$ cat src/assert_macros.svh
// Assertion macros shared by the quaternion unit.
// Depends on a clock named clock and a reset named reset in the using scope.
`ifndef ASSERT_MACROS_SVH
`define ASSERT_MACROS_SVH

// Same-cycle implication.
`define QAU_ASSERT_IMP(lbl, pre, post) \
   lbl: assert property (@(posedge clock) disable iff (reset) (pre) |-> (post)) \
      else $error("quaternion unit: same-cycle check failed");

// Next-cycle implication.
`define QAU_ASSERT_NXT(lbl, pre, post) \
   lbl: assert property (@(posedge clock) disable iff (reset) (pre) |=> (post)) \
      else $error("quaternion unit: next-cycle check failed");

`endif

$ cat src/qau_pkg.sv
// Shared types, constants and saturation helpers of the quaternion unit.
// No dependencies.
package qau_pkg;

   localparam int COMP_W          = 32;
   localparam int FRAC_W          = 28;
   localparam int WORD_W          = 64;
   localparam int HALF_W          = WORD_W / 2;
   localparam int PROD_W          = 2 * WORD_W;
   localparam int SAT_W           = 2 * COMP_W + 2;
   localparam int NORM_W          = 2 * COMP_W + 1;
   localparam int Q_FRAC          = WORD_W - 2;
   localparam int NEWTON_STAGES   = 7;
   localparam int DEF_RSQRT_ITERS = 3;
   localparam int FIFO_DEPTH      = 2;
   localparam int NORM_SH_BASE    = Q_FRAC - FRAC_W;

   localparam logic [2:0] OP_MUL  = 3'd0;
   localparam logic [2:0] OP_ADD  = 3'd1;
   localparam logic [2:0] OP_SUB  = 3'd2;
   localparam logic [2:0] OP_CONJ = 3'd3;
   localparam logic [2:0] OP_DOT  = 3'd4;
   localparam logic [2:0] OP_NORM = 3'd5;

   typedef logic signed [COMP_W-1:0] comp_type;
   typedef comp_type [3:0] quat_type;
   typedef logic [WORD_W-1:0] word_type;

   localparam comp_type COMP_MAX = {1'b0, {(COMP_W-1){1'b1}}};
   localparam comp_type COMP_MIN = {1'b1, {(COMP_W-1){1'b0}}};

   localparam word_type Q62_ONE   = word_type'(1) << Q_FRAC;
   localparam word_type Q62_THREE = word_type'(3) << Q_FRAC;

   typedef enum logic [2:0] {
      KIND_MUL, KIND_ADD, KIND_SUB, KIND_CONJ, KIND_DOT, KIND_NORM, KIND_NONE
   } kind_type;

   typedef struct packed {
      kind_type kind;
      quat_type a;
      quat_type b;
   } item_type;

   typedef struct packed {
      quat_type res;
      comp_type scalar;
      logic     sat;
   } result_type;

   typedef struct packed {
      logic full;
      logic pop;
   } queue_stat_type;

   function automatic logic signed [SAT_W-1:0] ext_comp(input comp_type v);
      return {{(SAT_W-COMP_W){v[COMP_W-1]}}, v};
   endfunction

   function automatic logic signed [SAT_W-1:0] ext_word(input logic [WORD_W-1:0] v);
      return {{(SAT_W-WORD_W){v[WORD_W-1]}}, v};
   endfunction

   // {clipped flag, value}
   function automatic logic [COMP_W:0] sat_fn(input logic signed [SAT_W-1:0] x);
      logic [SAT_W-COMP_W:0] top;
      logic [COMP_W:0]       r;
      top = x[SAT_W-1:COMP_W-1];
      if ((&top) || !(|top)) r = {1'b0, x[COMP_W-1:0]};
      else if (x[SAT_W-1])   r = {1'b1, COMP_MIN};
      else                   r = {1'b1, COMP_MAX};
      return r;
   endfunction

endpackage

$ cat src/qau_front.sv
// Front end: accepts request items and classifies the opcode.
// Depends on qau_pkg.
module qau_front (
   input  logic                clock,
   input  logic                reset,
   input  logic                in_valid,
   output logic                in_ready,
   input  logic [2:0]          in_op,
   input  qau_pkg::quat_type   in_a,
   input  qau_pkg::quat_type   in_b,
   output logic                out_valid,
   input  logic                out_ready,
   output qau_pkg::item_type   item_out
);

   logic               valid_ff;
   qau_pkg::item_type  item_ff;
   qau_pkg::kind_type  kind_in;

   always_comb begin
      unique case (in_op)
         qau_pkg::OP_MUL:  kind_in = qau_pkg::KIND_MUL;
         qau_pkg::OP_ADD:  kind_in = qau_pkg::KIND_ADD;
         qau_pkg::OP_SUB:  kind_in = qau_pkg::KIND_SUB;
         qau_pkg::OP_CONJ: kind_in = qau_pkg::KIND_CONJ;
         qau_pkg::OP_DOT:  kind_in = qau_pkg::KIND_DOT;
         qau_pkg::OP_NORM: kind_in = qau_pkg::KIND_NORM;
         default:          kind_in = qau_pkg::KIND_NONE;
      endcase
   end

   assign in_ready  = !valid_ff || out_ready;
   assign out_valid = valid_ff;
   assign item_out  = item_ff;

   always_ff @(posedge clock) begin
      if (reset) begin
         valid_ff <= 1'b0;
      end else if (in_valid && in_ready) begin
         valid_ff <= 1'b1;
      end else if (out_ready) begin
         valid_ff <= 1'b0;
      end
      if (in_valid && in_ready) begin
         item_ff.kind <= kind_in;
         item_ff.a    <= in_a;
         item_ff.b    <= in_b;
      end
   end

endmodule

$ cat config.mk
export PLATFORM = sky130hd
export DESIGN_NAME = qau_front
export DESIGN_NICKNAME = d
export VERILOG_FILES = /design/src/assert_macros.svh /design/src/qau_pkg.sv /design/src/qau_front.sv
export SDC_FILE = /design/constraint.sdc
export NUM_CORES = 1
export LEC_CHECK = 0
export BUFFER_PORTS_ARGS = -buffer_cell sky130_fd_sc_hd__buf_4
export CORE_AREA = 5 5 198 200
export DETAILED_ROUTE_END_ITERATION = 12
export DIE_AREA = 0 0 203 205
export PLACE_DENSITY = 0.57
export SYNTH_ARGS = -nofsm -noshare
export SYNTH_HDL_FRONTEND = slang
export SYNTH_SLANG_ARGS = --single-unit
$ cat constraint.sdc
create_clock -name clock -period 3.1 [get_ports clock]
set_input_delay 0 -clock clock [delete_from_list [all_inputs] [get_ports clock]]
set_output_delay 0 -clock clock [all_outputs]
set_load 0.01 [all_outputs]
==> reports/results.tsv <==
stage	metric	value	unit
clocking	# H-tree levels	1	
cells_and_area	fill count	3199	
cells_and_area	area of the multi-input gates	38.8	µm²
timing	Worst Skew	0.00735	ns
grt	initial antenna violation count	3	
drt	Via density	3.71	
floorplan	die height	205	µm
timing	Final period util	0.575	
drt	DRC	0	
timing	worst-margin pin slew	0.502	ns
setup_path	CP Class	reg2reg	
setup_path	CP Buf/Inv Count	1	
synthesis	Post-Syn Area	7850	µm²
placed_design	Port Buffers	523	
placed_design	post-DP HPWL	20300	µm
floorplan	core area	37200	µm²
hold_path	Worst Hold Path Cells	2	
drt	1st-iter DRT viols	236	
grt	first-pass GRT wire length	41000	µm
setup_path	Setup crit start kind	flop	
timing	unrepaired setup endpoints after global routing	false	
placed_design	GPL Wtd Cong	0.775	
cells_and_area	ratio of cells with drive above 1 in the final layout	0.518	
setup_path	R2R depth	3	
grt	vias in the first global route	6834	
synthesis	Syn Area/Cell	29.4	µm²
drt	final wirelength	28700	µm
timing	Setup TNS	0	ns
clocking	Max clock buf depth	3	
power	Leakage	0.00665	µW
synthesis	Distinct cells, synth	8	
floorplan	Rows	71	
timing	Pins Over Slew Limit	0	
timing	Slew headroom	0.665	
cells_and_area	Reg area	7800	µm²
setup_path	Critical Path Sink Type	flop	
cells_and_area	nets	1353	
drt	via count	5879	
setup_path	crit path max-delay cell type	and2_4	
clocking	Root Driver	clkbuf_16	
synthesis	Post-synth top cells	edfxtp_1 (259), clkbuf_1 (2)	
power	peak supply drop	0.000477	V
setup_path	Top delay family on crit path	simple AND/OR/NAND/NOR gates	
setup_path	WP data arrival	1.94	ns
synthesis	Post-synth EDFFs	259	
power	Cell Pwr Density	532	nW/µm²
clocking	clock sinks	260	
drt	DRT Pass-1 Iters	4	
setup_path	Crit Path Max Fanout	86	
synthesis	largest cells by area after synthesis	edfxtp_1 (99%), dfxtp_1 (0.26%), nand2b_4 (0.18%)	
hold_path	Hold Path Class	in2reg	
timing	Final setup viols	0	
clocking	total CTS buffers	28	
setup_path	worst path cell trace	nand2b_4 -> and2_4 -> buf_12	
grt	grt ovf	0	
grt	pin count of the biggest net entering global routing	87	
synthesis	post-synth top area cell	edfxtp_1	
grt	Total GRT Usage	0.129	
clocking	CTS tree	done	
floorplan	die area	41600	µm²
timing	min cycle time layout	1.78	ns
floorplan	Starting Density	0.211	
floorplan	# IOs	524	
synthesis	post-synthesis register bit count	260	
synthesis	syn nets	530	
cells_and_area	area grow syn2layout	104	%
drt	Post-DRT Antenna Nets	0	
run	maxcap violations	0	
floorplan	die width	203	µm
synthesis	Top FF cell, synth	edfxtp_1	
drt	per-cell routed wire length	18.1	µm
synthesis	Synth Instances	267	
setup_path	Worst path depth	3	
power	Pwr Total	8510	µW
synthesis	Synth warnings	0	
clocking	Worst-Skew Late Latency	0.53	ns
outcome	status	finished clean	
setup_path	CP max stage delay	0.44	ns
synthesis	Synth async-reset ratio	0	
clocking	Resized cells post-CTS	0	
setup_path	Worst EP required	3.26	ns
timing	f_max	0.561	GHz
timing	Final Hold Viols	0	
synthesis	share of the synthesized area in the top cell type	0.991	
synthesis	most common cell in the netlist	edfxtp_1	
synthesis	sequential share of the synthesized area	0.994	
clocking	Worst-path clk slew	0.06	ns
[worst paths after layout]
check,startpoint,to,slack [ns]
setup reg to reg,out_valid$_SDFFE_PP0P_,item_out[53]$_DFFE_PP_,1.32
hold reg to reg,out_valid$_SDFFE_PP0P_,item_out[220]$_DFFE_PP_,0.99
setup / recovery,out_valid$_SDFFE_PP0P_,item_out[53]$_DFFE_PP_,1.32
hold / removal,in_valid,item_out[220]$_DFFE_PP_,0.07
[state kept, by name (all words and copies together), names as in the netlist]
name	count
out_valid	1
item_out	259
[power breakdown]
group,internal [µW],total (µW),switching [µW],leakage (µW)
Combinational,669,1090,419,0.00370
Clock,1950,3230,1290,0.000437
Sequential,4120,4180,66.4,0.00251
Total,6740,8510,1770,0.00665
[final cells by class]
type | count | share of cell area
Multi-Input combinational cell | 4 | 0.00242
Inverter | 1 | 0.000235
Antenna cell | 2 | 0.000313
Clock inverter | 14 | 0.00907
Tap cell | 474 | 0.0371
Timing Repair Buffer | 795 | 0.417
Sequential cell | 260 | 0.487
Clock buffer | 35 | 0.0468
[layer usage]
metal  GRT usage  vias up  part of all wire
met1       0.144     2753              0.37
met5           0        -                 0
li1            -     2741                 -
met4      0.0315        0             0.018
met2       0.231      349              0.51
met3      0.0491       36              0.11
[cells by family (layout without fill, tap and decap cells)]
logic type,count (synthesis),in the layout,share of synthesized area
DFF,260,260,0.994
buffers and inverters,3,845,0.00143
AOI/OAI and AO/OA,2,2,0.00207
and+or+nand+nor,2,2,0.00287
other,0,2,0
[layout by cell type (no fill, tap or decap)]
cell type	n
a21boi_0	1
clkbuf_16	29
inv_6	2
and2_4	1
a21oi_2	1
clkinv_2	3
diode_2	2
inv_1	1
buf_12	4
dlygate4sd3_1	261
edfxtp_1	259
clkbuf_1	6
buf_4	530
nand2b_4	1
bufinv_16	3
clkinv_1	6
dfxtp_1	1
[per-stage QoR]
stage / area, µm² / instances / hold slack [ns] / util / setup slack [ns]
after floorplan: 7850 / 267 / 0.0624 / - / 0.376
after detailed placement: 12500 / 1273 / 0.179 / 0.336 / 1.35
after CTS: 16000 / 1583 / 0.0560 / 0.430 / 1.33
after global placement: 12500 / 1273 / 0.174 / 0.336 / 1.38
final: 16000 / 1585 / 0.0739 / 0.430 / 1.32
after global routing: 16000 / 1584 / 0.0684 / 0.430 / 1.26
[what timing repair did]
action                                 CTS  global route
hold buffers                           261             0
endpoints found under the hold margin  260             0
buffers inserted                         0             0
Note: power is estimated with default switching activity, not from simulation.
