## config.mk

```make
export PLATFORM = sky130hd
export DESIGN_NAME = qau_fifo
export DESIGN_NICKNAME = d
export VERILOG_FILES = /design/src/assert_macros.svh /design/src/qau_pkg.sv /design/src/qau_fifo.sv
export SDC_FILE = /design/constraint.sdc
export NUM_CORES = 1
export LEC_CHECK = 0
export BUFFER_PORTS_ARGS = -buffer_cell sky130_fd_sc_hd__buf_2
export CORE_AREA = 2 2 205 207
export CTS_CLUSTER_SIZE = 40
export DETAILED_ROUTE_END_ITERATION = 16
export DIE_AREA = 0 0 207 209
export GPL_ROUTABILITY_DRIVEN = 0
export PLACE_DENSITY_LB_ADDON = 0.08
export SETUP_SLACK_MARGIN = 0.05
export SLEW_MARGIN = 15
export SYNTH_ARGS = -nofsm -noshare
export SYNTH_HDL_FRONTEND = slang
export SYNTH_SLANG_ARGS = --single-unit
```

## constraint.sdc

```tcl
create_clock -name clock -period 10.9 [get_ports clock]
set_input_delay 0 -clock clock [delete_from_list [all_inputs] [get_ports clock]]
set_output_delay 0 -clock clock [all_outputs]
set_load 0.01 [all_outputs]
```

## src/assert_macros.svh

```systemverilog
// Assertion macros shared by the quaternion unit.
// Depends on a clock named clock and a reset named reset in the using scope.
`ifndef ASSERT_MACROS_SVH
`define ASSERT_MACROS_SVH

// Same-cycle implication.
`define QAU_ASSERT_IMP(lbl, pre, post) \
   lbl: assert property (@(posedge clock) disable iff (reset) (pre) |-> (post)) \
      else $error("quaternion unit: same-cycle check failed");

// Next-cycle implication.
`define QAU_ASSERT_NXT(lbl, pre, post) \
   lbl: assert property (@(posedge clock) disable iff (reset) (pre) |=> (post)) \
      else $error("quaternion unit: next-cycle check failed");

`endif

```

## src/qau_pkg.sv

```systemverilog
// Shared types, constants and saturation helpers of the quaternion unit.
// No dependencies.
package qau_pkg;

   localparam int COMP_W          = 32;
   localparam int FRAC_W          = 28;
   localparam int WORD_W          = 64;
   localparam int HALF_W          = WORD_W / 2;
   localparam int PROD_W          = 2 * WORD_W;
   localparam int SAT_W           = 2 * COMP_W + 2;
   localparam int NORM_W          = 2 * COMP_W + 1;
   localparam int Q_FRAC          = WORD_W - 2;
   localparam int NEWTON_STAGES   = 7;
   localparam int DEF_RSQRT_ITERS = 3;
   localparam int FIFO_DEPTH      = 2;
   localparam int NORM_SH_BASE    = Q_FRAC - FRAC_W;

   localparam logic [2:0] OP_MUL  = 3'd0;
   localparam logic [2:0] OP_ADD  = 3'd1;
   localparam logic [2:0] OP_SUB  = 3'd2;
   localparam logic [2:0] OP_CONJ = 3'd3;
   localparam logic [2:0] OP_DOT  = 3'd4;
   localparam logic [2:0] OP_NORM = 3'd5;

   typedef logic signed [COMP_W-1:0] comp_type;
   typedef comp_type [3:0] quat_type;
   typedef logic [WORD_W-1:0] word_type;

   localparam comp_type COMP_MAX = {1'b0, {(COMP_W-1){1'b1}}};
   localparam comp_type COMP_MIN = {1'b1, {(COMP_W-1){1'b0}}};

   localparam word_type Q62_ONE   = word_type'(1) << Q_FRAC;
   localparam word_type Q62_THREE = word_type'(3) << Q_FRAC;

   typedef enum logic [2:0] {
      KIND_MUL, KIND_ADD, KIND_SUB, KIND_CONJ, KIND_DOT, KIND_NORM, KIND_NONE
   } kind_type;

   typedef struct packed {
      kind_type kind;
      quat_type a;
      quat_type b;
   } item_type;

   typedef struct packed {
      quat_type res;
      comp_type scalar;
      logic     sat;
   } result_type;

   typedef struct packed {
      logic full;
      logic pop;
   } queue_stat_type;

   function automatic logic signed [SAT_W-1:0] ext_comp(input comp_type v);
      return {{(SAT_W-COMP_W){v[COMP_W-1]}}, v};
   endfunction

   function automatic logic signed [SAT_W-1:0] ext_word(input logic [WORD_W-1:0] v);
      return {{(SAT_W-WORD_W){v[WORD_W-1]}}, v};
   endfunction

   // {clipped flag, value}
   function automatic logic [COMP_W:0] sat_fn(input logic signed [SAT_W-1:0] x);
      logic [SAT_W-COMP_W:0] top;
      logic [COMP_W:0]       r;
      top = x[SAT_W-1:COMP_W-1];
      if ((&top) || !(|top)) r = {1'b0, x[COMP_W-1:0]};
      else if (x[SAT_W-1])   r = {1'b1, COMP_MIN};
      else                   r = {1'b1, COMP_MAX};
      return r;
   endfunction

endpackage

```

## src/qau_fifo.sv

```systemverilog
// Short queue between the front end and the execution pipeline.
// Depends on qau_pkg.
module qau_fifo (
   input  logic                     clock,
   input  logic                     reset,
   input  logic                     in_valid,
   output logic                     in_ready,
   input  qau_pkg::item_type        item_in,
   output logic                     out_valid,
   input  logic                     out_ready,
   output qau_pkg::item_type        item_out,
   output qau_pkg::queue_stat_type  stat
);

   localparam int PTR_W = $clog2(qau_pkg::FIFO_DEPTH);

   qau_pkg::item_type   mem_ff [qau_pkg::FIFO_DEPTH];
   logic [PTR_W-1:0]    wr_ptr_ff, rd_ptr_ff;
   logic [PTR_W:0]      count_ff;
   logic                push, pop;

   assign in_ready  = count_ff != (PTR_W+1)'(qau_pkg::FIFO_DEPTH);
   assign out_valid = count_ff != '0;
   assign push      = in_valid && in_ready;
   assign pop       = out_valid && out_ready;
   assign item_out  = mem_ff[rd_ptr_ff];
   assign stat.full = !in_ready;
   assign stat.pop  = pop;

   always_ff @(posedge clock) begin
      if (reset) begin
         wr_ptr_ff <= '0;
         rd_ptr_ff <= '0;
         count_ff  <= '0;
      end else begin
         if (push) begin
            wr_ptr_ff <= (wr_ptr_ff == PTR_W'(qau_pkg::FIFO_DEPTH-1)) ? '0 : wr_ptr_ff + 1'b1;
         end
         if (pop) begin
            rd_ptr_ff <= (rd_ptr_ff == PTR_W'(qau_pkg::FIFO_DEPTH-1)) ? '0 : rd_ptr_ff + 1'b1;
         end
         if (push && !pop)      count_ff <= count_ff + 1'b1;
         else if (pop && !push) count_ff <= count_ff - 1'b1;
      end
      if (push) begin
         mem_ff[wr_ptr_ff] <= item_in;
      end
   end

endmodule

```

==> run metrics, run 1 <==
Synth top area share=81.8%; CTS sink cnt=523; post-CTS setup buffers=0; max cap viols=0; status=completed; Setup TNS=0 ps; Worst setup SP type=flop; total CTS buffers=54; Slew @ Worst Pin=1010 ps; total power=0.00575 W; DRC=0; R2R Setup Slk=6850 ps; Area Overhead vs Synth=38.9%; Critical Path RT=11,100 ps; cell area after layout=26,400 um^2; CTS tree=done; CP cell instances=nand2b_4, inv_2, or3_1, inv_8, buf_4, buf_4; Setup CP Type=reg2reg; post-synthesis sequential area ratio=82.4%; slowest CP cell=buf_4; CP max FO=125; post-DR vias/cell=4.82; worst r2r path cells=6; starting density of the core=46.0%; wire per inst=19.8 um; DP HPWL=28.5 mm; Final Hold Viols=0; die height=209 um; Site Rows=75; Slew Limit Fails=0; Final nets=1,920; Min-Delay Path Class=in2reg; Routed Antenna Nets=0; PostCTS Resize Cnt=0; Peak Freq=247 MHz; clock transition at the registers of the reported paths=60 ps; htree depth=2; first-pass GRT wire length=66.1 mm; Crit path top cell by count=buf_4; PwrDens=218 nW/um^2; asr flop ratio synth=0%; antenna violations before repair=2; Worst Hold Path EP=mem_ff[0][6]; buffers plus inverters on the worst setup path=4; IO buf count=525; Layout Skew=12.4 ps; Yosys Warn Count=0; Mapped Cells=834; Netlist Area Pre-Place=19,000 um^2; Synth cell types=17; final worst path period need=4050 ps; Post-Syn Nets=1,098; vias in the first global route=11,400; post-synth top area cell=edfxtp_1; peak supply drop=147 uV; hold path depth=2; largest net degree at the start of global routing=126; top-count cell post-synth=edfxtp_1; Top Family by Delay on Critical Path=buffers and inverters; Slew headroom=32.3%; DP Area=22,100 um^2; Worst-Skew Late Latency=580 ps; via count=10,800; Reg-to-Reg Start=count_ff[0]; HP Start=item_in[6]; Leak Pwr=9.94 nW; Yosys reg bits=523; ys flop type=edfxtp_1; global route total overflow=0; clock tree buffer depth=3; Post-synth EDFFs=518; synth top area cells=edfxtp_1 (82%), mux2_2 (15%), buf_6 (1.4%); first-pass iteration count of the detailed router=5; fin crit share=37.1%; Root Buffer=clkbuf_16; top cells by count, synth=edfxtp_1 (518), mux2_2 (259), buf_6 (23), buf_2 (5), dfxtp_1 (5); slowest cell delay on critical path=860 ps; die area=43,300 um^2; share of layout cells above drive strength 1=51.2%; core area=41,300 um^2; RSZ-0062 raised after global routing=false; Syn Area/Cell=22.8 um^2; total wire length=44.4 mm; crit end category=flop; die width=207 um; Worst EP arrival=4240 ps; CTS Hold Bufs=263; first-iteration detailed-routing DRC count=540; final setup violation count=0; reg2reg end=mem_ff[0][207]; I/O Pins=526; All-Layer GR Usage=20.0%
worst reg2reg max path, stage by stage, from the launching register on:
cell and delay (ps):
dfxtp_1 420, nand2b_4 180, inv_2 50, or3_1 420, inv_8 640, buf_4 1000, buf_4 900
per-stage QoR:
| stage | hold WS [ps] | std cells | setup WS, ps | util [%] |
|---|---|---|---|---|
| after global routing | 119 | 2243 | 6550 | 63.9 |
| after global placement | 187 | 1876 | 6870 | 53.5 |
| after detailed placement | 191 | 1876 | 6830 | 53.5 |
| final | 137 | 2243 | 6850 | 63.9 |
| after CTS | 90.9 | 2241 | 6810 | 63.9 |
| after floorplan | 69.1 | 834 | 4350 | - |
registers in the layout, summed over array words and instances, names as in the netlist, named ones only:
register   count
count_ff       2
mem_ff       518
rd_ptr_ff      1
wr_ptr_ff      1
kinds of logic after synthesis:
group / after synthesis / synth area share (%)
flops: 523 / 82.4
mux: 259 / 15.3
buf+inv: 34 / 1.65
simple gates: 9 / 0.290
compound gates: 5 / 0.132
xor+xnor: 3 / 0.138
fa+ha+maj: 1 / 0.0658
routing by layer:
layer  vias to the layer above  share of wire [%]  global-route usage [%]
met1                      5337                 39                    23.7
met5                         -                  0                       0
met2                       388                 50                    34.2
met3                        85                7.2                    5.94
li1                       4997                  -                       -
met4                         0                3.4                    8.50
area by class of cell:
| class | count | area [um^2] |
|---|---|---|
| diodes | 2 | 5.00 |
| clock buffers | 68 | 1470 |
| well taps | 539 | 674 |
| repair buffers | 796 | 5320 |
| fillers | 3032 | 14900 |
| clock inverters | 34 | 201 |
| multi-input cells | 277 | 3040 |
| inverters | 4 | 22.5 |
| flip-flops and latches | 523 | 15700 |
worst max path at each step:
stage                            from              to  slack (ps)  cells past startpoint
after floorplan           count_ff[0]    mem_ff[0][0]        4350                      4
after global placement    count_ff[0]  mem_ff[0][207]        6870                      6
after detailed placement  count_ff[0]  mem_ff[0][207]        6830                      6
after CTS                 count_ff[0]  mem_ff[0][197]        6810                      6
after global routing      count_ff[0]  mem_ff[0][202]        6550                      6
final                     count_ff[0]  mem_ff[0][207]        6850                      6
power breakdown:
part / switching (W) / total (W) / internal (W)
sequential: 0.0000837 / 0.00261 / 0.00253
combinational: 0.000763 / 0.00141 / 0.000650
clock: 0.000728 / 0.00172 / 0.000995
total: 0.00157 / 0.00575 / 0.00418
layout by cell type, fill, tap and decap left out:
cell type,count
or2_2,1
clkinv_1,18
diode_2,2
nor2_1,4
a21oi_1,2
inv_2,1
buf_4,8
inv_6,1
o21ai_0,3
edfxtp_1,518
nand2b_4,1
clkinv_2,13
dfxtp_1,4
and3_4,1
bufinv_16,2
mux2_2,259
clkbuf_1,11
inv_1,2
clkbuf_16,57
ha_1,1
inv_8,1
buf_2,525
dfxtp_4,1
or3_1,2
dlygate4sd3_1,263
xor2_1,3
Note: power is estimated with default switching activity, not from simulation.
==> run 2: changes to the inputs <==
--- a/config.mk
+++ b/config.mk
@@ -6,10 +6,10 @@
 export NUM_CORES = 1
 export LEC_CHECK = 0
 export BUFFER_PORTS_ARGS = -buffer_cell sky130_fd_sc_hd__buf_2
-export CORE_AREA = 2 2 205 207
+export CORE_AREA = 2 2 206 208
 export CTS_CLUSTER_SIZE = 40
 export DETAILED_ROUTE_END_ITERATION = 16
-export DIE_AREA = 0 0 207 209
+export DIE_AREA = 0 0 208 210
 export GPL_ROUTABILITY_DRIVEN = 0
 export PLACE_DENSITY_LB_ADDON = 0.08
 export SETUP_SLACK_MARGIN = 0.05
==> constraint.sdc (replaced) <==
create_clock -name clock -period 4.14 [get_ports clock]
set_input_delay 0 -clock clock [delete_from_list [all_inputs] [get_ports clock]]
set_output_delay 0 -clock clock [all_outputs]
set_load 0.01 [all_outputs]
==> run 2 against run 1 <==
Critical path depth decreased by 3; worst hold slack improved by 4.3 ps; worst setup slack lost 5300 ps.
==> run metrics, run 2 (synthesis results as in run 1) <==
most common cell after layout, fill and taps aside=buf_2; status=completed; All-Layer GR Usage=20.0%; max reg flops=518; Worst-Skew Late Latency=580 ps; slowest CP cell=dfxtp_4; DP HPWL=29.2 mm; Leak Pwr=9.93 nW; DRC=0; IO buf count=525; cell area after layout=26,500 um^2; Min-Delay Path Class=in2reg; R2R Setup Slk=1740 ps; global route total overflow=0; max cap viols=0; DP Worst Slack=1710 ps; Top Family by Delay on Critical Path=flip-flops; Top reg by flops=mem_ff; final worst path period need=2620 ps; CTS sink cnt=523; via count=10,700; Final Hold Viols=0; Worst setup SP type=flop; fin util=63.8%; clock tree buffer depth=3; total wire length=44.7 mm; Worst EP arrival=2620 ps; fin worst setup slack=1520 ps; starting density of the core=45.8%; Slew Limit Fails=0; core area=41,500 um^2; CP max FO=74; post-DR vias/cell=4.77; fillers=3,052; vias in the first global route=11,500; largest net degree at the start of global routing=77; Layout Skew=11.7 ps; peak supply drop=483 uV; first-pass iteration count of the detailed router=4; total CTS buffers=53; final setup violation count=0; first-iteration detailed-routing DRC count=581; Root Buffer=clkbuf_16; antenna violations before repair=5; Setup CP Type=reg2out; Largest regs=mem_ff: 518 flops, count_ff: 2 flops; I/O Pins=526; area of the multi-input gates=3040 um^2; PwrDens=567 nW/um^2; die area=43,700 um^2; Peak Freq=382 MHz; fin crit share=63.3%; Final nets=1,926; first-pass GRT wire length=66.4 mm; htree depth=2; Site Rows=75; slowest cell delay on critical path=940 ps; share of layout cells above drive strength 1=51.3%; clock transition at the registers of the reported paths=60 ps; Routed Antenna Nets=0; CP cell instances=buf_12, mux2_2, buf_2; buffers plus inverters on the worst setup path=2; Critical Path RT=4140 ps; DP Area=22,300 um^2; Slew headroom=38.7%; hold_ws=141 ps; CTS tree=done; wire per inst=19.9 um; commonest cells after routing, fill and taps aside=buf_2 (525), edfxtp_1 (518), dlygate4sd3_1 (262); Area Overhead vs Synth=39.2%; Slew @ Worst Pin=919 ps; RSZ-0062 raised after global routing=false; crit end category=output port; die height=210 um; die width=208 um; post-CTS setup buffers=0; FF/Latch Area=15,700 um^2
-- run 2: worst paths after layout --
check	from	end	depth (start not counted)
setup reg to reg	count_ff[0]	mem_ff[0][6]	5
hold / removal	item_in[74]	mem_ff[0][74]	2
hold reg to reg	wr_ptr_ff	wr_ptr_ff	2
setup / recovery	flop	item_out[228]	3
-- run 2: cell type report --
cell class / instances / area share [%]
Timing Repair Buffer: 803 / 20.8
Antenna cell: 5 / 0.0473
Sequential cell: 523 / 59.2
Tap cell: 539 / 2.55
Inverter: 4 / 0.0804
Multi-Input combinational cell: 277 / 11.5
Clock inverter: 31 / 0.653
Clock buffer: 66 / 5.20
-- run 2: what timing repair did --
| item | in CTS | in global routing |
|---|---|---|
| gates resized for setup | 0 | 0 |
| endpoints found under the setup margin | 0 | 0 |
| hold buffers | 262 | 0 |
| hold endpoints to repair | 523 | 0 |
-- run 2: worst reg2reg max path: cells and delay by family (launching register included) --
kind,cells,cell delay (ps)
buffers and inverters,3,1140
AND/OR/NAND/NOR,2,500
flip-flops,1,370
-- run 2: metal layers --
metal  routed length, um  global-route usage [%]  vias to the layer above
met5                   0                       0                        -
met4                1210                    6.68                        0
met3                3560                    6.85                       73
met2               22600                    34.4                      383
met1               17300                    23.7                     5258
li1                    -                       -                     5000
-- run 2: power breakdown --
group          total (W)  switching, W  internal [W]
combinational    0.00382       0.00203       0.00179
clock            0.00430       0.00189       0.00241
sequential       0.00687      0.000227       0.00665
-- run 2: per-stage QoR --
step                      power [W]  instances  setup TNS (ps)
final                        0.0150       2248               0
after global routing         0.0156       2248               0
after CTS                    0.0152       2243               0
after detailed placement     0.0106       1884               0
after global placement       0.0106       1884               0
after floorplan             0.00928        834         -207470
